## src/rtl/frm_pkg.sv

```systemverilog
`default_nettype none

package frm_pkg;

    localparam int unsigned FRM_TICK_HZ         = 1000000;
    localparam int unsigned FRM_MIN_DELTA_TICKS = 10;

    localparam int TIME_W     = 32;
    localparam int TALLY_W    = 24;
    localparam int RATE_W     = 24;
    localparam int CFG_ADDR_W = 8;
    localparam int CFG_DATA_W = 32;
    localparam int DIVD_W     = RATE_W + TIME_W;
    localparam int BIT_CNT_W  = $clog2(TIME_W);

    localparam logic [TIME_W-1:0] WINDOW_RESET = TIME_W'(1000000);

    localparam logic [CFG_ADDR_W-1:0] REG_MEASURE_ENABLE = CFG_ADDR_W'(0);
    localparam logic [CFG_ADDR_W-1:0] REG_WINDOW_TICKS   = CFG_ADDR_W'(1);

    typedef struct packed {
        logic done;
        logic report;
    } t_front_status;

    typedef struct packed {
        logic [TALLY_W-1:0] tally;
        logic [TIME_W-1:0]  accum;
        logic [TIME_W-1:0]  longest;
    } t_window_stats;

endpackage

`default_nettype wire

```

## src/rtl/frm_ifs.sv

```systemverilog
`default_nettype none

interface frm_in_if import frm_pkg::*; ();
    logic              valid;
    logic              ready;
    logic              action;
    logic [TIME_W-1:0] timestamp;

    modport source (output valid, action, timestamp, input ready);
    modport sink (input valid, action, timestamp, output ready);
endinterface

interface frm_out_if import frm_pkg::*; ();
    logic              valid;
    logic              ready;
    logic [TIME_W-1:0] elapsed_ticks;
    logic [TIME_W-1:0] delta_ticks;
    logic              report_valid;
    logic [RATE_W-1:0] average_rate;
    logic [RATE_W-1:0] worst_rate;

    modport source (output valid, elapsed_ticks, delta_ticks, report_valid, average_rate,
                    worst_rate, input ready);
    modport sink (input valid, elapsed_ticks, delta_ticks, report_valid, average_rate,
                  worst_rate, output ready);
endinterface

interface frm_cfg_if import frm_pkg::*; ();
    logic                  valid;
    logic                  ready;
    logic [CFG_ADDR_W-1:0] addr;
    logic [CFG_DATA_W-1:0] data;

    modport source (output valid, addr, data, input ready);
    modport sink (input valid, addr, data, output ready);
endinterface

`default_nettype wire

```

## src/rtl/frm_serial_div.sv

```systemverilog
`default_nettype none

module frm_serial_div import frm_pkg::*; (
    input  wire logic              i_clk,
    input  wire logic              i_rst_n,
    input  wire logic              i_start,
    input  wire logic [DIVD_W-1:0] i_dividend,
    input  wire logic [TIME_W-1:0] i_divisor,
    output logic                   o_done,
    output logic [RATE_W-1:0]      o_quot
);

    localparam int QCNT_W = $clog2(RATE_W);

    logic              r_busy;
    logic              r_done;
    logic [QCNT_W-1:0] r_cnt;
    logic [TIME_W-1:0] r_rem;
    logic [TIME_W-1:0] r_div;
    logic [RATE_W-1:0] r_lo;
    logic [RATE_W-1:0] r_quot;

    logic [TIME_W-1:0] hi_part;
    logic              overflow;
    logic [TIME_W:0]   trial;
    logic [TIME_W+1:0] diff;
    logic              fits;

    always_comb begin
        hi_part  = i_dividend[DIVD_W-1:RATE_W];
        overflow = (hi_part >= i_divisor);
        trial    = {r_rem, r_lo[RATE_W-1]};
        diff     = {1'b0, trial} - {2'b00, r_div};
        fits     = ~diff[TIME_W+1];
    end

    always_ff @(posedge i_clk) begin
        if (!i_rst_n) begin
            r_busy <= 1'b0;
            r_done <= 1'b0;
        end else begin
            r_done <= 1'b0;
            if (i_start) begin
                // quotient would not fit: saturate without iterating
                r_busy <= ~overflow;
                r_done <= overflow;
            end else if (r_busy && r_cnt == QCNT_W'(RATE_W - 1)) begin
                r_busy <= 1'b0;
                r_done <= 1'b1;
            end
        end
    end

    always_ff @(posedge i_clk) begin
        if (i_start) begin
            r_cnt  <= '0;
            r_rem  <= hi_part;
            r_div  <= i_divisor;
            r_lo   <= i_dividend[RATE_W-1:0];
            r_quot <= overflow ? '1 : '0;
        end else if (r_busy) begin
            r_cnt  <= r_cnt + QCNT_W'(1);
            r_rem  <= fits ? diff[TIME_W-1:0] : trial[TIME_W-1:0];
            r_lo   <= {r_lo[RATE_W-2:0], 1'b0};
            r_quot <= {r_quot[RATE_W-2:0], fits};
        end
    end

    assign o_done = r_done;
    assign o_quot = r_quot;

endmodule

`default_nettype wire

```

## src/rtl/frm_front.sv

```systemverilog
`default_nettype none

module frm_front import frm_pkg::*; (
    input  wire logic              i_clk,
    input  wire logic              i_rst_n,
    input  wire logic              i_start,
    input  wire logic              i_action,
    input  wire logic [TIME_W-1:0] i_timestamp,
    input  wire logic [TIME_W-1:0] i_window,
    input  wire logic              i_measure_en,
    output t_front_status          o_status,
    output logic [TIME_W-1:0]      o_elapsed,
    output logic [TIME_W-1:0]      o_delta,
    output t_window_stats          o_stats
);

    localparam logic [1:0] F_IDLE  = 2'd0;
    localparam logic [1:0] F_SHIFT = 2'd1;
    localparam logic [1:0] F_FIN   = 2'd2;

    logic [1:0]           r_state;
    logic [BIT_CNT_W-1:0] r_bit;
    logic                 r_restart;
    logic [TIME_W-1:0]    r_ts;
    logic [TIME_W-1:0]    r_base;
    logic [TIME_W-1:0]    r_last;
    logic [TIME_W-1:0]    r_delta;
    logic [TIME_W-1:0]    r_acc;
    logic [TALLY_W-1:0]   r_tally;
    logic [TIME_W-1:0]    r_longest;
    logic                 r_c_el;
    logic                 r_c_dl;
    logic                 r_c_sum;
    logic                 r_c_cmp;
    logic                 r_gt;

    logic               ts_b, nbase, el_bit, el_cy;
    logic               nlast, dl_bit, dl_cy;
    logic               acc_b, sum_bit, sum_cy;
    logic               nwin, cmp_cy;
    logic               measuring, reached;
    logic [TIME_W-1:0]  acc_sat;
    logic [TALLY_W-1:0] tally_inc;
    logic [TIME_W-1:0]  longest_new;

    // one bit a cycle, lsb first: elapsed, delta, accumulator and window compare
    always_comb begin
        ts_b    = r_ts[0];
        nbase   = ~r_base[0];
        el_bit  = ts_b ^ nbase ^ r_c_el;
        el_cy   = (ts_b & nbase) | (ts_b & r_c_el) | (nbase & r_c_el);
        nlast   = ~r_last[0];
        dl_bit  = el_bit ^ nlast ^ r_c_dl;
        dl_cy   = (el_bit & nlast) | (el_bit & r_c_dl) | (nlast & r_c_dl);
        acc_b   = r_acc[0];
        sum_bit = acc_b ^ dl_bit ^ r_c_sum;
        sum_cy  = (acc_b & dl_bit) | (acc_b & r_c_sum) | (dl_bit & r_c_sum);
        nwin    = ~i_window[r_bit];
        cmp_cy  = (sum_bit & nwin) | (sum_bit & r_c_cmp) | (nwin & r_c_cmp);

        measuring   = i_measure_en & ~r_restart;
        acc_sat     = r_c_sum ? '1 : r_acc;
        // an overflowed sum is saturated and always reaches the window
        reached     = r_c_sum | r_c_cmp;
        tally_inc   = (&r_tally) ? r_tally : r_tally + TALLY_W'(1);
        longest_new = r_gt ? r_delta : r_longest;
    end

    always_ff @(posedge i_clk) begin
        if (!i_rst_n) begin
            r_state   <= F_IDLE;
            r_restart <= 1'b0;
            r_base    <= '0;
            r_last    <= '0;
            r_acc     <= '0;
            r_tally   <= '0;
            r_longest <= '0;
        end else begin
            case (r_state)
                F_IDLE: begin
                    if (i_start) begin
                        r_restart <= i_action;
                        if (i_action) begin
                            r_base  <= i_timestamp;
                            r_last  <= '0;
                            r_state <= F_FIN;
                        end else begin
                            r_state <= F_SHIFT;
                        end
                    end
                end
                F_SHIFT: begin
                    r_base    <= {r_base[0], r_base[TIME_W-1:1]};
                    r_last    <= {el_bit, r_last[TIME_W-1:1]};
                    r_acc     <= measuring ? {sum_bit, r_acc[TIME_W-1:1]}
                                           : {r_acc[0], r_acc[TIME_W-1:1]};
                    r_longest <= {r_longest[0], r_longest[TIME_W-1:1]};
                    if (r_bit == BIT_CNT_W'(TIME_W - 1)) begin
                        r_state <= F_FIN;
                    end
                end
                F_FIN: begin
                    if (measuring) begin
                        if (reached) begin
                            r_acc     <= '0;
                            r_tally   <= '0;
                            r_longest <= '0;
                        end else begin
                            r_acc     <= acc_sat;
                            r_tally   <= tally_inc;
                            r_longest <= longest_new;
                        end
                    end
                    r_state <= F_IDLE;
                end
                default: begin
                    r_state <= F_IDLE;
                end
            endcase
        end
    end

    always_ff @(posedge i_clk) begin
        if (r_state == F_IDLE && i_start) begin
            r_ts    <= i_timestamp;
            r_bit   <= '0;
            r_c_el  <= 1'b1;
            r_c_dl  <= 1'b1;
            r_c_sum <= 1'b0;
            r_c_cmp <= 1'b1;
            r_gt    <= 1'b0;
            if (i_action) begin
                r_delta <= '0;
            end
        end else if (r_state == F_SHIFT) begin
            r_ts    <= {1'b0, r_ts[TIME_W-1:1]};
            r_bit   <= r_bit + BIT_CNT_W'(1);
            r_delta <= {dl_bit, r_delta[TIME_W-1:1]};
            r_c_el  <= el_cy;
            r_c_dl  <= dl_cy;
            r_c_sum <= sum_cy;
            r_c_cmp <= cmp_cy;
            // highest differing bit decides delta > longest
            if (dl_bit != r_longest[0]) begin
                r_gt <= dl_bit;
            end
        end
    end

    always_comb begin
        o_status.done   = (r_state == F_FIN);
        o_status.report = (r_state == F_FIN) & measuring & reached;
        o_stats.tally   = tally_inc;
        o_stats.accum   = acc_sat;
        o_stats.longest = longest_new;
    end

    assign o_elapsed = r_last;
    assign o_delta   = r_delta;

endmodule

`default_nettype wire

```

## src/rtl/frm_rate.sv

```systemverilog
`default_nettype none

module frm_rate import frm_pkg::*; #(
    parameter int unsigned TICK_HZ         = FRM_TICK_HZ,
    parameter int unsigned MIN_DELTA_TICKS = FRM_MIN_DELTA_TICKS
) (
    input  wire logic          i_clk,
    input  wire logic          i_rst_n,
    input  wire logic          i_start,
    input  wire t_window_stats i_stats,
    output logic               o_done,
    output logic [RATE_W-1:0]  o_average,
    output logic [RATE_W-1:0]  o_worst
);

    localparam int K_W       = $clog2(TICK_HZ + 1);
    localparam int PROD_W    = TALLY_W + K_W;
    localparam int MUL_STEPS = TALLY_W / 2;
    localparam int STEP_W    = $clog2(MUL_STEPS);

    localparam logic [PROD_W-1:0] K1 = PROD_W'(TICK_HZ);
    localparam logic [PROD_W-1:0] K2 = K1 << 1;
    localparam logic [PROD_W-1:0] K3 = K1 + K2;

    localparam logic [TIME_W-1:0] MIN_DEN  = TIME_W'(MIN_DELTA_TICKS);
    localparam logic [DIVD_W-1:0] TICK_DVD = DIVD_W'(TICK_HZ);

    localparam logic [1:0] R_IDLE   = 2'd0;
    localparam logic [1:0] R_MUL    = 2'd1;
    localparam logic [1:0] R_LAUNCH = 2'd2;
    localparam logic [1:0] R_WAIT   = 2'd3;

    logic [1:0]         r_state;
    logic [STEP_W-1:0]  r_cnt;
    logic [TALLY_W-1:0] r_mplier;
    logic [PROD_W-1:0]  r_prod;
    logic [TIME_W-1:0]  r_accum;
    logic               r_avg_seen;
    logic               r_worst_seen;

    logic [TIME_W-1:0] den;
    logic [PROD_W-1:0] partial;
    logic [PROD_W-1:0] prod_next;
    logic              worst_done;
    logic [RATE_W-1:0] worst_q;
    logic              avg_done;
    logic [RATE_W-1:0] avg_q;
    logic              both_done;

    always_comb begin
        den = (i_stats.longest < MIN_DEN) ? MIN_DEN : i_stats.longest;
        case (r_mplier[TALLY_W-1 -: 2])
            2'd0:    partial = '0;
            2'd1:    partial = K1;
            2'd2:    partial = K2;
            2'd3:    partial = K3;
            default: partial = '0;
        endcase
        // radix-4 shift-add, msb digit first
        prod_next = {r_prod[PROD_W-3:0], 2'b00} + partial;
        // a saturated average finishes early, so wait for both dividers
        both_done = (r_avg_seen | avg_done) & (r_worst_seen | worst_done);
    end

    always_ff @(posedge i_clk) begin
        if (!i_rst_n) begin
            r_state <= R_IDLE;
        end else begin
            case (r_state)
                R_IDLE: begin
                    if (i_start) begin
                        r_state <= R_MUL;
                    end
                end
                R_MUL: begin
                    if (r_cnt == STEP_W'(MUL_STEPS - 1)) begin
                        r_state <= R_LAUNCH;
                    end
                end
                R_LAUNCH: begin
                    r_state <= R_WAIT;
                end
                R_WAIT: begin
                    if (both_done) begin
                        r_state <= R_IDLE;
                    end
                end
                default: begin
                    r_state <= R_IDLE;
                end
            endcase
        end
    end

    always_ff @(posedge i_clk) begin
        if (r_state == R_IDLE && i_start) begin
            r_cnt    <= '0;
            r_mplier <= i_stats.tally;
            r_prod   <= '0;
            r_accum  <= i_stats.accum;
        end else if (r_state == R_MUL) begin
            r_cnt    <= r_cnt + STEP_W'(1);
            r_mplier <= {r_mplier[TALLY_W-3:0], 2'b00};
            r_prod   <= prod_next;
        end
        if (r_state == R_IDLE && i_start) begin
            r_avg_seen   <= 1'b0;
            r_worst_seen <= 1'b0;
        end else begin
            if (avg_done) begin
                r_avg_seen <= 1'b1;
            end
            if (worst_done) begin
                r_worst_seen <= 1'b1;
            end
        end
    end

    frm_serial_div u_worst_div (
        .i_clk      (i_clk),
        .i_rst_n    (i_rst_n),
        .i_start    (i_start && r_state == R_IDLE),
        .i_dividend (TICK_DVD),
        .i_divisor  (den),
        .o_done     (worst_done),
        .o_quot     (worst_q)
    );

    frm_serial_div u_avg_div (
        .i_clk      (i_clk),
        .i_rst_n    (i_rst_n),
        .i_start    (r_state == R_LAUNCH),
        .i_dividend (DIVD_W'(r_prod)),
        .i_divisor  (r_accum),
        .o_done     (avg_done),
        .o_quot     (avg_q)
    );

    // both quotients hold until the next start
    assign o_done    = (r_state == R_WAIT) & both_done;
    assign o_average = avg_q;
    assign o_worst   = worst_q;

endmodule

`default_nettype wire

```

## src/rtl/frame_rate_monitor.sv

```systemverilog
// Frame timing monitor with windowed rate statistics.
// i_in carries one word per frame event: action (0 frame, 1 restart) and a
// free-running timestamp. o_out returns one word per input word: elapsed and
// delta ticks, and on a window close the average and worst rates.
// i_cfg writes register 0 (measure enable, bit 0) and register 1 (window
// length in ticks); other addresses are dropped. i_cfg is always ready and
// must only be written while no frame is in flight.
// A restart word only loads the new baseline and passes the finish and
// load states to o_out. A frame word runs the bit-serial time datapath first
// (one bit per cycle over 32 bits); a frame that closes a window adds the
// radix-4 multiply, a launch state, the serial divider (one quotient bit per
// cycle, 24 bits) and a hand-off, or only the worst-rate divide when the
// average saturates. One word is worked on at a time; i_in.ready rises again
// once the result has moved into the output register. A stalled receiver
// holds that register and blocks only the hand-off of the following result.
// Reset clears the baseline, the statistics, measure enable and sets the
// window to 1000000 ticks.
`default_nettype none

module frame_rate_monitor import frm_pkg::*; #(
    parameter int unsigned TICK_HZ         = FRM_TICK_HZ,
    parameter int unsigned MIN_DELTA_TICKS = FRM_MIN_DELTA_TICKS
) (
    input  wire logic i_clk,
    input  wire logic i_rst_n,
    frm_in_if.sink    i_in,
    frm_out_if.source o_out,
    frm_cfg_if.sink   i_cfg
);

    localparam logic [1:0] T_IDLE  = 2'd0;
    localparam logic [1:0] T_FRONT = 2'd1;
    localparam logic [1:0] T_RATE  = 2'd2;
    localparam logic [1:0] T_LOAD  = 2'd3;

    logic [1:0]        r_state;
    logic              r_measure_en;
    logic [TIME_W-1:0] r_window;
    logic              r_report;
    logic              r_out_valid;
    logic [TIME_W-1:0] r_out_elapsed;
    logic [TIME_W-1:0] r_out_delta;
    logic              r_out_report;
    logic [RATE_W-1:0] r_out_average;
    logic [RATE_W-1:0] r_out_worst;

    logic              in_accept;
    logic              can_load;
    t_front_status     front_status;
    t_window_stats     front_stats;
    logic [TIME_W-1:0] front_elapsed;
    logic [TIME_W-1:0] front_delta;
    logic              rate_start;
    logic              rate_done;
    logic [RATE_W-1:0] rate_average;
    logic [RATE_W-1:0] rate_worst;

    assign i_in.ready  = (r_state == T_IDLE);
    assign i_cfg.ready = 1'b1;
    assign in_accept   = i_in.valid & i_in.ready;
    assign can_load    = ~r_out_valid | o_out.ready;
    assign rate_start  = (r_state == T_FRONT) & front_status.done & front_status.report;

    always_ff @(posedge i_clk) begin
        if (!i_rst_n) begin
            r_measure_en <= 1'b0;
            r_window     <= WINDOW_RESET;
        end else if (i_cfg.valid) begin
            case (i_cfg.addr)
                REG_MEASURE_ENABLE: r_measure_en <= i_cfg.data[0];
                REG_WINDOW_TICKS:   r_window     <= i_cfg.data[TIME_W-1:0];
                default: ;
            endcase
        end
    end

    always_ff @(posedge i_clk) begin
        if (!i_rst_n) begin
            r_state     <= T_IDLE;
            r_report    <= 1'b0;
            r_out_valid <= 1'b0;
        end else begin
            case (r_state)
                T_IDLE: begin
                    if (in_accept) begin
                        r_state <= T_FRONT;
                    end
                end
                T_FRONT: begin
                    if (front_status.done) begin
                        r_report <= front_status.report;
                        r_state  <= front_status.report ? T_RATE : T_LOAD;
                    end
                end
                T_RATE: begin
                    if (rate_done) begin
                        r_state <= T_LOAD;
                    end
                end
                T_LOAD: begin
                    if (can_load) begin
                        r_state <= T_IDLE;
                    end
                end
                default: begin
                    r_state <= T_IDLE;
                end
            endcase

            if (r_state == T_LOAD && can_load) begin
                r_out_valid <= 1'b1;
            end else if (o_out.ready) begin
                r_out_valid <= 1'b0;
            end
        end
    end

    always_ff @(posedge i_clk) begin
        if (r_state == T_LOAD && can_load) begin
            r_out_elapsed <= front_elapsed;
            r_out_delta   <= front_delta;
            r_out_report  <= r_report;
            r_out_average <= r_report ? rate_average : '0;
            r_out_worst   <= r_report ? rate_worst : '0;
        end
    end

    frm_front u_front (
        .i_clk        (i_clk),
        .i_rst_n      (i_rst_n),
        .i_start      (in_accept),
        .i_action     (i_in.action),
        .i_timestamp  (i_in.timestamp),
        .i_window     (r_window),
        .i_measure_en (r_measure_en),
        .o_status     (front_status),
        .o_elapsed    (front_elapsed),
        .o_delta      (front_delta),
        .o_stats      (front_stats)
    );

    frm_rate #(
        .TICK_HZ         (TICK_HZ),
        .MIN_DELTA_TICKS (MIN_DELTA_TICKS)
    ) u_rate (
        .i_clk     (i_clk),
        .i_rst_n   (i_rst_n),
        .i_start   (rate_start),
        .i_stats   (front_stats),
        .o_done    (rate_done),
        .o_average (rate_average),
        .o_worst   (rate_worst)
    );

    assign o_out.valid         = r_out_valid;
    assign o_out.elapsed_ticks = r_out_elapsed;
    assign o_out.delta_ticks   = r_out_delta;
    assign o_out.report_valid  = r_out_report;
    assign o_out.average_rate  = r_out_average;
    assign o_out.worst_rate    = r_out_worst;

    a_front_done_in_front: assert property (@(posedge i_clk) disable iff (!i_rst_n)
        front_status.done |-> r_state == T_FRONT)
        else $error("time datapath finished outside its phase");

    a_rate_done_in_rate: assert property (@(posedge i_clk) disable iff (!i_rst_n)
        rate_done |-> r_state == T_RATE)
        else $error("rate unit finished outside its phase");

    a_no_report_zero_rates: assert property (@(posedge i_clk) disable iff (!i_rst_n)
        (r_out_valid && !r_out_report) |-> (r_out_average == '0 && r_out_worst == '0))
        else $error("rates shown without a closed window");

    a_accept_starts_front: assert property (@(posedge i_clk) disable iff (!i_rst_n)
        in_accept |=> r_state == T_FRONT)
        else $error("accepted word did not start the time datapath");

endmodule

`default_nettype wire

```

## src/flat_wrapper.sv

```systemverilog
// flat-port wrapper written by rule: the top's interface ports become plain ports
module frame_rate_monitor_flat import frm_pkg::*;
#(
    parameter int unsigned TICK_HZ         = FRM_TICK_HZ,
    parameter int unsigned MIN_DELTA_TICKS = FRM_MIN_DELTA_TICKS
)
  (i_clk, i_rst_n, i_in_valid, i_in_action, i_in_timestamp, i_in_ready, o_out_valid, o_out_elapsed_ticks, o_out_delta_ticks, o_out_report_valid, o_out_average_rate, o_out_worst_rate, o_out_ready, i_cfg_valid, i_cfg_addr, i_cfg_data, i_cfg_ready);
  frm_in_if i_in_i ();
  frm_out_if o_out_i ();
  frm_cfg_if i_cfg_i ();
  input  wire logic i_clk;
  input  wire logic i_rst_n;
  input wire logic [$bits(i_in_i.valid)-1:0] i_in_valid;
  input wire logic [$bits(i_in_i.action)-1:0] i_in_action;
  input wire logic [$bits(i_in_i.timestamp)-1:0] i_in_timestamp;
  output wire logic [$bits(i_in_i.ready)-1:0] i_in_ready;
  output wire logic [$bits(o_out_i.valid)-1:0] o_out_valid;
  output wire logic [$bits(o_out_i.elapsed_ticks)-1:0] o_out_elapsed_ticks;
  output wire logic [$bits(o_out_i.delta_ticks)-1:0] o_out_delta_ticks;
  output wire logic [$bits(o_out_i.report_valid)-1:0] o_out_report_valid;
  output wire logic [$bits(o_out_i.average_rate)-1:0] o_out_average_rate;
  output wire logic [$bits(o_out_i.worst_rate)-1:0] o_out_worst_rate;
  input wire logic [$bits(o_out_i.ready)-1:0] o_out_ready;
  input wire logic [$bits(i_cfg_i.valid)-1:0] i_cfg_valid;
  input wire logic [$bits(i_cfg_i.addr)-1:0] i_cfg_addr;
  input wire logic [$bits(i_cfg_i.data)-1:0] i_cfg_data;
  output wire logic [$bits(i_cfg_i.ready)-1:0] i_cfg_ready;
  assign i_in_i.valid = i_in_valid;
  assign i_in_i.action = i_in_action;
  assign i_in_i.timestamp = i_in_timestamp;
  assign i_in_ready = i_in_i.ready;
  assign o_out_valid = o_out_i.valid;
  assign o_out_elapsed_ticks = o_out_i.elapsed_ticks;
  assign o_out_delta_ticks = o_out_i.delta_ticks;
  assign o_out_report_valid = o_out_i.report_valid;
  assign o_out_average_rate = o_out_i.average_rate;
  assign o_out_worst_rate = o_out_i.worst_rate;
  assign o_out_i.ready = o_out_ready;
  assign i_cfg_i.valid = i_cfg_valid;
  assign i_cfg_i.addr = i_cfg_addr;
  assign i_cfg_i.data = i_cfg_data;
  assign i_cfg_ready = i_cfg_i.ready;
  frame_rate_monitor #(.TICK_HZ(TICK_HZ), .MIN_DELTA_TICKS(MIN_DELTA_TICKS)) u_core (.i_clk(i_clk), .i_rst_n(i_rst_n), .i_in(i_in_i), .o_out(o_out_i), .i_cfg(i_cfg_i));
endmodule
```

## config.mk

```make
export PLATFORM = sky130hd
export DESIGN_NAME = frame_rate_monitor_flat
export DESIGN_NICKNAME = d
export VERILOG_FILES = /design/src/rtl/frm_pkg.sv /design/src/rtl/frm_ifs.sv /design/src/rtl/frm_serial_div.sv /design/src/rtl/frm_front.sv /design/src/rtl/frm_rate.sv /design/src/rtl/frame_rate_monitor.sv /design/src/flat_wrapper.sv
export SDC_FILE = /design/constraint.sdc
export NUM_CORES = 1
export LEC_CHECK = 0
export BUFFER_PORTS_ARGS = -buffer_cell sky130_fd_sc_hd__clkbuf_2
export CORE_ASPECT_RATIO = 1.2
export CORE_MARGIN = 5
export CORE_UTILIZATION = 43
export DETAILED_ROUTE_END_ITERATION = 16
export GPL_TIMING_DRIVEN = 0
export MAX_ROUTING_LAYER = met4
export SYNTH_ARGS = -nofsm -noshare
export SYNTH_HDL_FRONTEND = slang
export SYNTH_SLANG_ARGS = --single-unit
```

## constraint.sdc

```tcl
create_clock -name i_clk -period 5.75 [get_ports i_clk]
set_clock_uncertainty 0.05 [all_clocks]
set_input_delay 0.575 -clock i_clk [delete_from_list [all_inputs] [get_ports i_clk]]
set_output_delay 0.575 -clock i_clk [all_outputs]
set_load 0.1 [all_outputs]
```

==> flow_metrics.py, run 1 <==
metrics = {
    "global_route": {
        "antenna_found_initial": 3,
        "busiest_layer": "met2",
        "grt_pass1_wl_um": 124000,
        "grt_max_degree": 41,
        "grt.overflow.total": 0,
        "grt_use_total_pct": 18.8,
        "gr-usage-met1_pct": 22.8,
        "use_met3_pct": 2.81,
        "grt_pass1_vias": 23200,
        "gr-usage-met2_pct": 32.7,
    },
    "finish": {
        "final_util_pct": 49.3,
        "n_fill_cell": 7231,
        "largest_register": "u_core.u_rate.r_prod",
        "layout_common_cells": "edfxtp_1, nand2_1, dfxtp_1",
        "finalInstanceArea_um2": 37500,
        "area_growth_pct": 14.3,
        "fin_nets": 3625,
        "layout-drive-gt1-share_pct": 12.9,
        "largest_reg_flops": 38,
        "final_common_cell": "edfxtp_1",
    },
    "setup_path": {
        "cp-start-kind": "flip-flop",
        "critPathCaptureType": "flip-flop",
        "path_cells": "nor2b_1 -> nand2_1 -> nor2_1 -> nand3_1 -> clkbuf_1 -> clkbuf_1 -> nand2_1",
        "cp.required_ns": 5.91,
        "arrival_ns": 4.30,
        "crit_path_top_delay_cell": "nand2_1",
        "reg2regPathDepth": 7,
        "critPathMaxFanout": 24,
        "cp_slowest_stage_delay_ns": 0.91,
        "worstSetupPathType": "reg2reg",
    },
    "clocking": {
        "hold_buffers": 0,
        "cts.sinks": 707,
        "cts_tree": "done",
        "cts_root_buffer": "clkbuf_16",
        "cts_buffers": 74,
        "cts_resized": 0,
        "path_clk_slew_ns": 0.06,
        "htree_num_levels": 3,
        "clkLatencyLatePin_ns": 0.61,
        "clk_path_buf_depth": 3,
        "post_cts_buffers": 0,
    },
    "timing": {
        "rsz0062_at_grt": "false",
        "min_period_over_period_pct": 71.9,
        "hold_violations": 0,
        "max_slew_margin_pct": 12.5,
        "maxSlewViolCount": 0,
        "finalCriticalPeriod_ns": 4.14,
        "tightestPinTransition_ns": 1.31,
        "setup_violations": 0,
        "fmax_mhz": 242,
    },
    "route": {
        "viasPerCell": 5.16,
        "firstDrtPassIters": 6,
        "wl_per_cell_um": 17.1,
        "ant_nets": 0,
        "vias": 23300,
        "routed_wl_um": 77100,
        "drtIter0Drc": 1380,
        "drc_errors": 0,
    },
    "logic_synthesis": {
        "yosys_warnings": 0,
        "ys_ff_latch": 707,
        "synth-edff-count": 383,
        "seq_area_frac_synth_pct": 54.8,
        "syn_inst": 3154,
        "synth_ff_type": "edfxtp_1",
        "synth.net_count": 3351,
        "ys_async_sr_fraction_pct": 0,
        "synth.avg_cell_area_um2": 10.4,
        "synth_area_um2": 32800,
        "synth.distinct_cells": 87,
    },
    "placement": {
        "place_area_um2": 35200,
        "io_buffers": 192,
        "hpwl_um": 56400,
        "place_congestion": 0.875,
    },
    "floorplanning": {
        "die_h_um": 313,
        "fp.dieArea_um2": 82000,
        "io_pins": 194,
        "placementRows": 111,
        "die_w_um": 262,
        "core_um2": 76100,
        "start_util_pct": 43.1,
    },
    "flow_run": {
        "maxCapViolations": 0,
    },
    "power": {
        "powerDensity_nw_per_um2": 424,
        "ir_worst_vdd_mv": 0.280,
        "leakage_nw": 15.1,
    },
    "worst_hold_path": {
        "hp-class": "in2reg",
        "hold_depth": 3,
    },
    "outcome": {
        "status": "completed",
    },
}
cell families (layout without fill, tap and decap cells):
logic type / count (synthesis) / after routing / share of synthesized area, %
flip-flops: 707 / 707 / 54.8
AO/OA/AOI/OAI: 670 / 670 / 13.0
other: 1 / 3 / 0.0114
buffers and inverters: 324 / 659 / 3.97
adder cells (fa/ha/maj): 119 / 119 / 4.67
AND/OR/NAND/NOR: 1062 / 1062 / 15.2
multiplexers: 152 / 152 / 5.18
XOR/XNOR: 119 / 119 / 3.17
routing by layer:
layer  share of wire (%)  wire (um)
met3                 3.9       2970
met2                  50      38700
met1                  43      33500
met4                 2.5       1900
met5                   0          0
synthesized netlist by cell type (4+ instances only):
cell type | n | area share, %
o31ai_1 | 4 | 0.091
nand2b_1 | 21 | 0.40
buf_2 | 9 | 0.14
a31oi_1 | 12 | 0.23
or3_1 | 7 | 0.13
fa_1 | 6 | 0.37
buf_1 | 13 | 0.15
and2_1 | 115 | 2.2
nand4_1 | 37 | 0.71
a31o_2 | 4 | 0.11
or2_2 | 39 | 0.74
a21oi_1 | 157 | 2.4
mux2_2 | 43 | 1.5
and3_1 | 16 | 0.30
and4_1 | 8 | 0.21
o211ai_1 | 9 | 0.21
mux2i_1 | 99 | 3.0
nor3_1 | 29 | 0.44
nor2_1 | 281 | 3.2
dfxtp_1 | 324 | 20
a21boi_0 | 29 | 0.66
xor2_1 | 63 | 1.7
edfxtp_1 | 383 | 35
nand3_1 | 78 | 1.2
mux4_2 | 10 | 0.69
ha_1 | 113 | 4.3
xnor2_1 | 56 | 1.5
o21ai_0 | 219 | 3.3
clkbuf_8 | 4 | 0.17
clkbuf_1 | 140 | 1.6
nor2b_1 | 53 | 1.0
nand2_1 | 349 | 4.0
nand3b_1 | 4 | 0.091
o21a_1 | 19 | 0.43
a211oi_1 | 19 | 0.43
a311oi_1 | 5 | 0.13
nor4_1 | 11 | 0.21
inv_1 | 152 | 1.7
a22oi_1 | 71 | 1.6
o2111ai_1 | 7 | 0.19
a21o_1 | 36 | 0.82
o21bai_1 | 5 | 0.11
o211a_1 | 34 | 1.0
per-stage QoR:
step / std cells / power (mW) / worst slack, ns / hold slack (ns) / setup TNS (ns)
floorplan: 3154 / 10.2 / 1.36 / 0.376 / 0
detailed placement: 4369 / 11.4 / 1.57 / 0.386 / 0
finish: 4508 / 15.9 / 1.61 / 0.131 / 0
global placement: 4363 / 11.4 / -0.787 / 0.384 / -17.43
global route: 4508 / 16.9 / 1.27 / 0.112 / 0
CTS: 4506 / 16.1 / 1.52 / 0.0825 / 0
path summary, 6_finish.rpt:
kind,from,to,slack (ns)
worst max-delay path,u_core.u_front.r_state[1],u_core.u_rate.u_worst_div.o_quot[1],1.61
worst min-delay path,i_cfg_data[19],u_core.r_window[19],0.13
worst max register to register,u_core.u_front.r_state[1],u_core.u_rate.u_worst_div.o_quot[1],1.61
worst min register to register,u_core.u_rate.r_accum[30],u_core.u_rate.u_avg_div.r_div[30],0.40
report_power, final:
part	internal, mW	switching, mW
Clock	2.58	2.03
Sequential	6.32	0.526
Combinational	1.62	2.85
critical path, delay by kind of cell (launching register included):
kind,cells,cell delay [ns]
AND/OR/NAND/NOR,5,2.47
buffers and inverters,2,0.73
flip-flops,1,0.45
area by class of cell:
| type | count | area [um2] | share of cell area (%) |
|---|---|---|---|
| repair buffers | 198 | 1080 | 2.88 |
| well taps | 1017 | 1270 | 3.39 |
| clock inverters | 43 | 333 | 0.887 |
| diodes | 2 | 5.00 | 0.0133 |
| inverters | 153 | 574 | 1.53 |
| plain buffers | 171 | 731 | 1.95 |
| clock buffers | 94 | 2000 | 5.32 |
| multi-input cells | 2123 | 13600 | 36.1 |
| flip-flops and latches | 707 | 18000 | 47.9 |
(Power assumes the default switching activity.)
==> run 2, diff against run 1 <==
- clock period: 5.75 -> 3.5 ns (I/O delays scaled with it)
==> run 2 against run 1 <==
- design area is 2.1% higher
- cell count increased by 1.4%
- die area unchanged
- sequential power rose by 64%
- flip-flop and latch count unchanged
- via count up 1.5%
- worst hold slack got worse by 0.078 ns
- wire length is 1.2% higher
- setup slack got worse by 1.4 ns
- sequential share of layout area down 1.0 points
- maximum frequency rose by 26%
- clock-buffer cell count up 9
==> flow_metrics.py, run 2 (synthesis gave the netlist of run 1 again) <==
metrics = {
    "timing": {
        "hold_violations": 0,
        "fmax_mhz": 304,
        "min_period_over_period_pct": 93.8,
        "rsz0062_at_grt": "false",
        "fin_hold_ws_ns": 0.0530,
        "tightestPinTransition_ns": 1.13,
        "tns_ns": 0,
        "finalCriticalPeriod_ns": 3.28,
        "maxSlewViolCount": 0,
        "max_slew_margin_pct": 24.6,
        "setup_violations": 0,
    },
    "route": {
        "drc_errors": 0,
        "viasPerCell": 5.17,
        "firstDrtPassIters": 5,
        "drtIter0Drc": 1526,
        "routed_wl_um": 78000,
        "vias": 23600,
        "wl_per_cell_um": 17.1,
        "ant_nets": 0,
    },
    "setup_path": {
        "reg2regPathDepth": 12,
        "crit_buf_inv": 0,
        "cp-start-kind": "flip-flop",
        "crit_path_top_delay_cell": "edfxtp_1",
        "critPathCaptureType": "flip-flop",
        "critPathTopFamily": "compound AO/OA/AOI/OAI gates",
        "cp.required_ns": 3.93,
        "path_cells": "ha_1 -> or2_2 -> ha_1 -> a21o_1 -> a31o_2 -> a21oi_2 -> o21bai_1 -> a211o_1 -> nor2b_2 -> and4_1 -> xnor2_1 -> a21oi_1",
        "arrival_ns": 3.71,
        "critPathMaxFanout": 9,
        "r2r-end": "u_core.u_rate.r_prod[38]",
        "worstSetupPathType": "reg2reg",
        "cpMostUsedCell": "ha_1",
        "cp_num_cells": 12,
        "timing.rr.start": "u_core.u_rate.r_mplier[23]",
        "r2r_slack_ns": 0.22,
        "cp_slowest_stage_delay_ns": 0.53,
    },
    "clocking": {
        "cts_root_buffer": "clkbuf_16",
        "clkLatencyLatePin_ns": 0.63,
        "clk_path_buf_depth": 3,
        "path_clk_slew_ns": 0.06,
        "cts_tree": "done",
        "cts_buffers": 71,
        "cts.sinks": 707,
        "htree_num_levels": 3,
    },
    "placement": {
        "io_buffers": 192,
        "place_area_um2": 35200,
        "place_congestion": 0.877,
        "hpwl_um": 56300,
    },
    "floorplanning": {
        "placementRows": 111,
        "die_w_um": 262,
        "core_um2": 76100,
        "io_pins": 194,
        "fp.dieArea_um2": 82000,
        "die_h_um": 313,
        "start_util_pct": 43.1,
    },
    "power": {
        "powerDensity_nw_per_um2": 689,
        "ir_worst_vdd_mv": 0.514,
        "leakage_nw": 15.5,
    },
    "global_route": {
        "grt_pass1_wl_um": 125000,
        "grt_use_total_pct": 19.0,
        "antenna_found_initial": 2,
        "grt_pass1_vias": 23600,
        "grt_max_degree": 74,
        "grt.overflow.total": 0,
    },
    "flow_run": {
        "maxCapViolations": 0,
    },
    "worst_hold_path": {
        "holdPathEnd": "u_core.o_out.valid",
        "hp-class": "in2reg",
        "hold_depth": 3,
        "hold_start": "o_out_ready",
    },
    "finish": {
        "finalInstanceArea_um2": 38300,
        "final_common_cell": "edfxtp_1",
        "largest_reg_flops": 38,
        "area_growth_pct": 16.8,
        "layout-drive-gt1-share_pct": 13.1,
        "fin_nets": 3688,
        "layout_common_cells": "edfxtp_1, nand2_1, dfxtp_1",
        "largest_register": "u_core.u_rate.r_prod",
        "n_fill_cell": 7093,
    },
    "outcome": {
        "status": "completed",
    },
}
[run 2: how the worst max path moves through the flow]
stage,from,to,slack [ns]
after floorplan,u_core.r_state[0],u_core.u_front.o_delta[0],0.25
after global placement,u_core.u_front.r_state[1],u_core.u_rate.u_worst_div.o_quot[0],-1.40
after detailed placement,u_core.u_front.r_state[1],u_core.u_rate.u_worst_div.o_quot[5],-0.64
after CTS,u_core.u_front.r_state[1],u_core.u_rate.u_worst_div.o_quot[0],0.008
after global routing,u_core.u_front.r_gt,u_core.u_rate.u_worst_div.r_div[2],0.004
final,u_core.u_rate.r_mplier[23],u_core.u_rate.r_prod[38],0.22
[run 2: layout make-up]
cell class	count	area (um2)	area share (%)
clock inverter	29	255	0.666
multi-input combinational	2123	13600	35.5
antenna	2	5.00	0.0131
timing repair buffer	266	1760	4.60
buffer	169	743	1.94
clock buffer	103	2130	5.56
sequential	707	18000	46.9
inverter	153	574	1.50
tap	1017	1270	3.32
[run 2: stage by stage]
stage,utilization [%],setup slack (ns),power [mW],std cells
floorplan,-,0.248,16.8,3154
global placement,46.1,-1.40,18.7,4363
detailed placement,46.2,-0.639,18.8,4367
CTS,50.2,0.00761,26.6,4564
global route,50.4,0.00397,28.0,4569
finish,50.4,0.216,26.4,4569
[run 2: tightest hold or removal path: stages]
cell      delay (ns)
clkbuf_2        0.08
nor2b_1         0.07
o21a_1          0.17
[run 2: timing repair]
item | 4_1_cts | 5_1_grt
endpoints found under the setup margin | 154 | 194
resized for setup | 10 | 10
endpoints found under the hold margin | 66 | 0
buffers inserted | 1 | 3
hold buffers | 65 | 0
pin swaps | 0 | 2
[run 2: power by group]
group	total [mW]	leakage [nW]	internal (mW)	switching, mW
Clock	7.70	1.17	4.42	3.28
Sequential	11.2	6.17	10.4	0.868
Combinational	7.46	8.13	2.76	4.71
Total	26.4	15.5	17.6	8.86
[run 2: routing by layer]
layer / vias to the layer above / track usage (%) / routed length, um
met1: 11300 / 22.9 / 33400
met2: 428 / 33.2 / 39600
met3: 110 / 2.90 / 3070
met4: 0 / 5.55 / 1880
li1: 11800 / - / -
met5: - / - / 0
==> run 3, diff against run 2 <==
- CORE_ASPECT_RATIO: 1.2 -> unset
- clock period: 3.5 -> 3.7 ns (I/O delays scaled with it)
==> run 3 against run 2 <==
- worst hold slack worse by 0.017 ns
- flip-flop and latch count stayed put
- maximum frequency is 5.5% lower
- non-clock buffer count stayed put
- via count is 0.24% lower
- utilization is 0.40 points higher
- critical path depth is 5 lower
- die area hardly changed
- global-route usage is 0.21 points higher
- design area is 0.41% higher
- clock-buffer cell count is 2 higher
- sequential share of layout area is 0.19 points lower
- critical path type unchanged
- largest power group unchanged
==> flow_metrics.py, run 3 (synthesis gave the netlist of run 1 again) <==
metrics = {
    "route": {
        "drc_errors": 0,
        "firstDrtPassIters": 6,
        "routed_wl_um": 77700,
        "viasPerCell": 5.19,
        "vias": 23600,
        "drtIter0Drc": 1510,
        "ant_nets": 0,
        "wl_per_cell_um": 17.1,
    },
    "timing": {
        "tightestPinTransition_ns": 1.35,
        "hold_violations": 0,
        "fmax_mhz": 288,
        "finalCriticalPeriod_ns": 3.48,
        "maxSlewViolCount": 0,
        "setup_ws_ns": 0.224,
        "setup_violations": 0,
        "max_slew_margin_pct": 9.94,
        "min_period_over_period_pct": 94.0,
        "rsz0062_at_grt": "false",
    },
    "setup_path": {
        "reg2regPathDepth": 7,
        "cp_num_cells": 7,
        "worstSetupPathType": "reg2reg",
        "critPathTopFamily": "simple AND/OR/NAND/NOR gates",
        "arrival_ns": 3.73,
        "cp_slowest_stage_delay_ns": 0.48,
        "critPathLaunch": "u_core.u_front.r_state[1]",
        "path_cells": "nor2b_1 -> nand2_1 -> nor2_2 -> nand3_1 -> clkinvlp_4 -> buf_4 -> buf_12",
        "r2r_slack_ns": 0.22,
        "critPathMaxFanout": 41,
        "timing.rr.start": "u_core.u_front.r_state[1]",
        "cp.required_ns": 3.96,
        "r2r-end": "u_core.u_rate.u_worst_div.r_div[8]",
        "crit_buf_inv": 3,
        "crit_path_top_delay_cell": "nor2b_1",
        "critPathCaptureType": "flip-flop",
        "cp-start-kind": "flip-flop",
    },
    "placement": {
        "place_area_um2": 35200,
        "post-place-ws_ns": -0.393,
        "place_congestion": 0.888,
        "hpwl_um": 55400,
        "io_buffers": 192,
    },
    "global_route": {
        "grt_pass1_vias": 23000,
        "grt_use_total_pct": 19.2,
        "grt_max_degree": 42,
        "grt.overflow.total": 0,
        "grt_pass1_wl_um": 126000,
        "antenna_found_initial": 6,
    },
    "power": {
        "combinationalPowerShare_pct": 27.6,
        "power.switching_mw": 8.58,
        "p_seq_share_pct": 41.8,
        "powerDensity_nw_per_um2": 661,
        "intPower_mw": 16.9,
        "power_mw": 25.5,
        "ir_worst_vdd_mv": 0.389,
        "swShare_pct": 33.7,
        "leakage_nw": 15.6,
        "clkPwrFrac_pct": 30.6,
    },
    "floorplanning": {
        "die_h_um": 286,
        "io_pins": 194,
        "fp.dieArea_um2": 82000,
        "placementRows": 101,
        "core_um2": 75800,
        "start_util_pct": 43.3,
        "die_w_um": 286,
    },
    "finish": {
        "layout-drive-gt1-share_pct": 13.1,
        "largest_reg_flops": 38,
        "n_fill_cell": 6900,
        "area_growth_pct": 17.2,
        "final_common_cell": "edfxtp_1",
        "regArea_um2": 18000,
        "largest_register": "u_core.u_rate.r_prod",
        "layout_common_cells": "edfxtp_1, nand2_1, dfxtp_1",
        "multi_input_area_um2": 13600,
        "fin_nets": 3694,
        "finalInstanceArea_um2": 38500,
    },
    "clocking": {
        "path_clk_slew_ns": 0.06,
        "cts_buffers": 77,
        "cts.sinks": 707,
        "htree_num_levels": 3,
        "cts_root_buffer": "clkbuf_16",
        "clkLatencyLatePin_ns": 0.63,
        "clk_path_buf_depth": 3,
        "cts_tree": "done",
    },
    "worst_hold_path": {
        "hp-class": "in2reg",
        "hold_start": "i_in_timestamp[0]",
        "holdPathEnd": "u_core.u_front.r_ts[0]",
        "hold_depth": 3,
    },
    "outcome": {
        "status": "completed",
    },
    "flow_run": {
        "maxCapViolations": 0,
    },
}
## run 3: cell count changes in the layout (fill, tap and decap cells not counted), sizes merged
cell,previous run,this run
clkinv,21,30
clkbuf,437,440
diode,2,5
bufinv,2,4
inv,156,154
dlygate4sd3,65,64
## run 3: worst register-to-register path: cells and delay by family (launching register included)
| kind | cells | cell delay [ns] |
|---|---|---|
| buffers and inverters | 3 | 1.05 |
| flip-flops | 1 | 0.45 |
| AND/OR/NAND/NOR | 4 | 1.57 |
## run 3: power by group through the flow
stage / registers (mW) / clock network (mW) / logic, mW
6_report: 10.6 / 7.80 / 7.03
5_1_grt: 10.8 / 8.37 / 7.88
4_1_cts: 10.6 / 8.01 / 7.05
3_5_place_dp: 10.8 / 0 / 6.95
3_3_place_gp: 10.8 / 0 / 6.85
2_1_floorplan: 11.1 / 0 / 4.79
## run 3: how the worst max path moves through the flow
stage | to | slack, ns
CTS | u_core.u_rate.u_worst_div.r_div[21] | 0.02
detailed placement | u_core.u_rate.u_worst_div.o_quot[23] | -0.39
floorplan | u_core.u_front.o_delta[0] | 0.45
global route | u_core.u_rate.u_avg_div.r_rem[5] | 0.03
finish | u_core.u_rate.u_worst_div.r_div[8] | 0.22
global placement | u_core.u_rate.u_worst_div.r_div[23] | -1.08
## run 3: layer usage
metal | track usage (%) | up-vias | routed length, um
met3 | 3.03 | 116 | 3420
met5 | - | - | 0
met1 | 25.5 | 11200 | 35900
li1 | - | 11900 | -
met4 | 5.22 | 0 | 1680
met2 | 30.9 | 436 | 36600
## run 3: final cells by class
type / instances / area share, %
antenna: 5 / 0.0325
buffer: 170 / 1.90
clock buffer: 105 / 5.65
clock inverter: 38 / 1.13
inverter: 153 / 1.50
multi-input combinational: 2123 / 35.3
sequential: 707 / 46.7
tap: 978 / 3.18
timing repair buffer: 265 / 4.58
## run 3: timing repair
| item | CTS | global route |
|---|---|---|
| pin swaps | 0 | 1 |
| endpoints found under the setup margin | 65 | 106 |
| hold buffers | 64 | 0 |
| buffers inserted | 0 | 3 |
| endpoints found under the hold margin | 65 | 0 |
| resized for setup | 2 | 8 |
## run 3: per-stage QoR
step                      std cells  TNS [ns]  utilization (%)  hold WS [ns]
final                          4544         0             50.8        0.0360
after global routing           4544         0             50.8        0.0277
after CTS                      4536         0             50.7       0.00530
after detailed placement       4330    -14.59             46.4         0.385
after global placement         4324   -116.78             46.2         0.385
after floorplan                3154         0                -         0.376
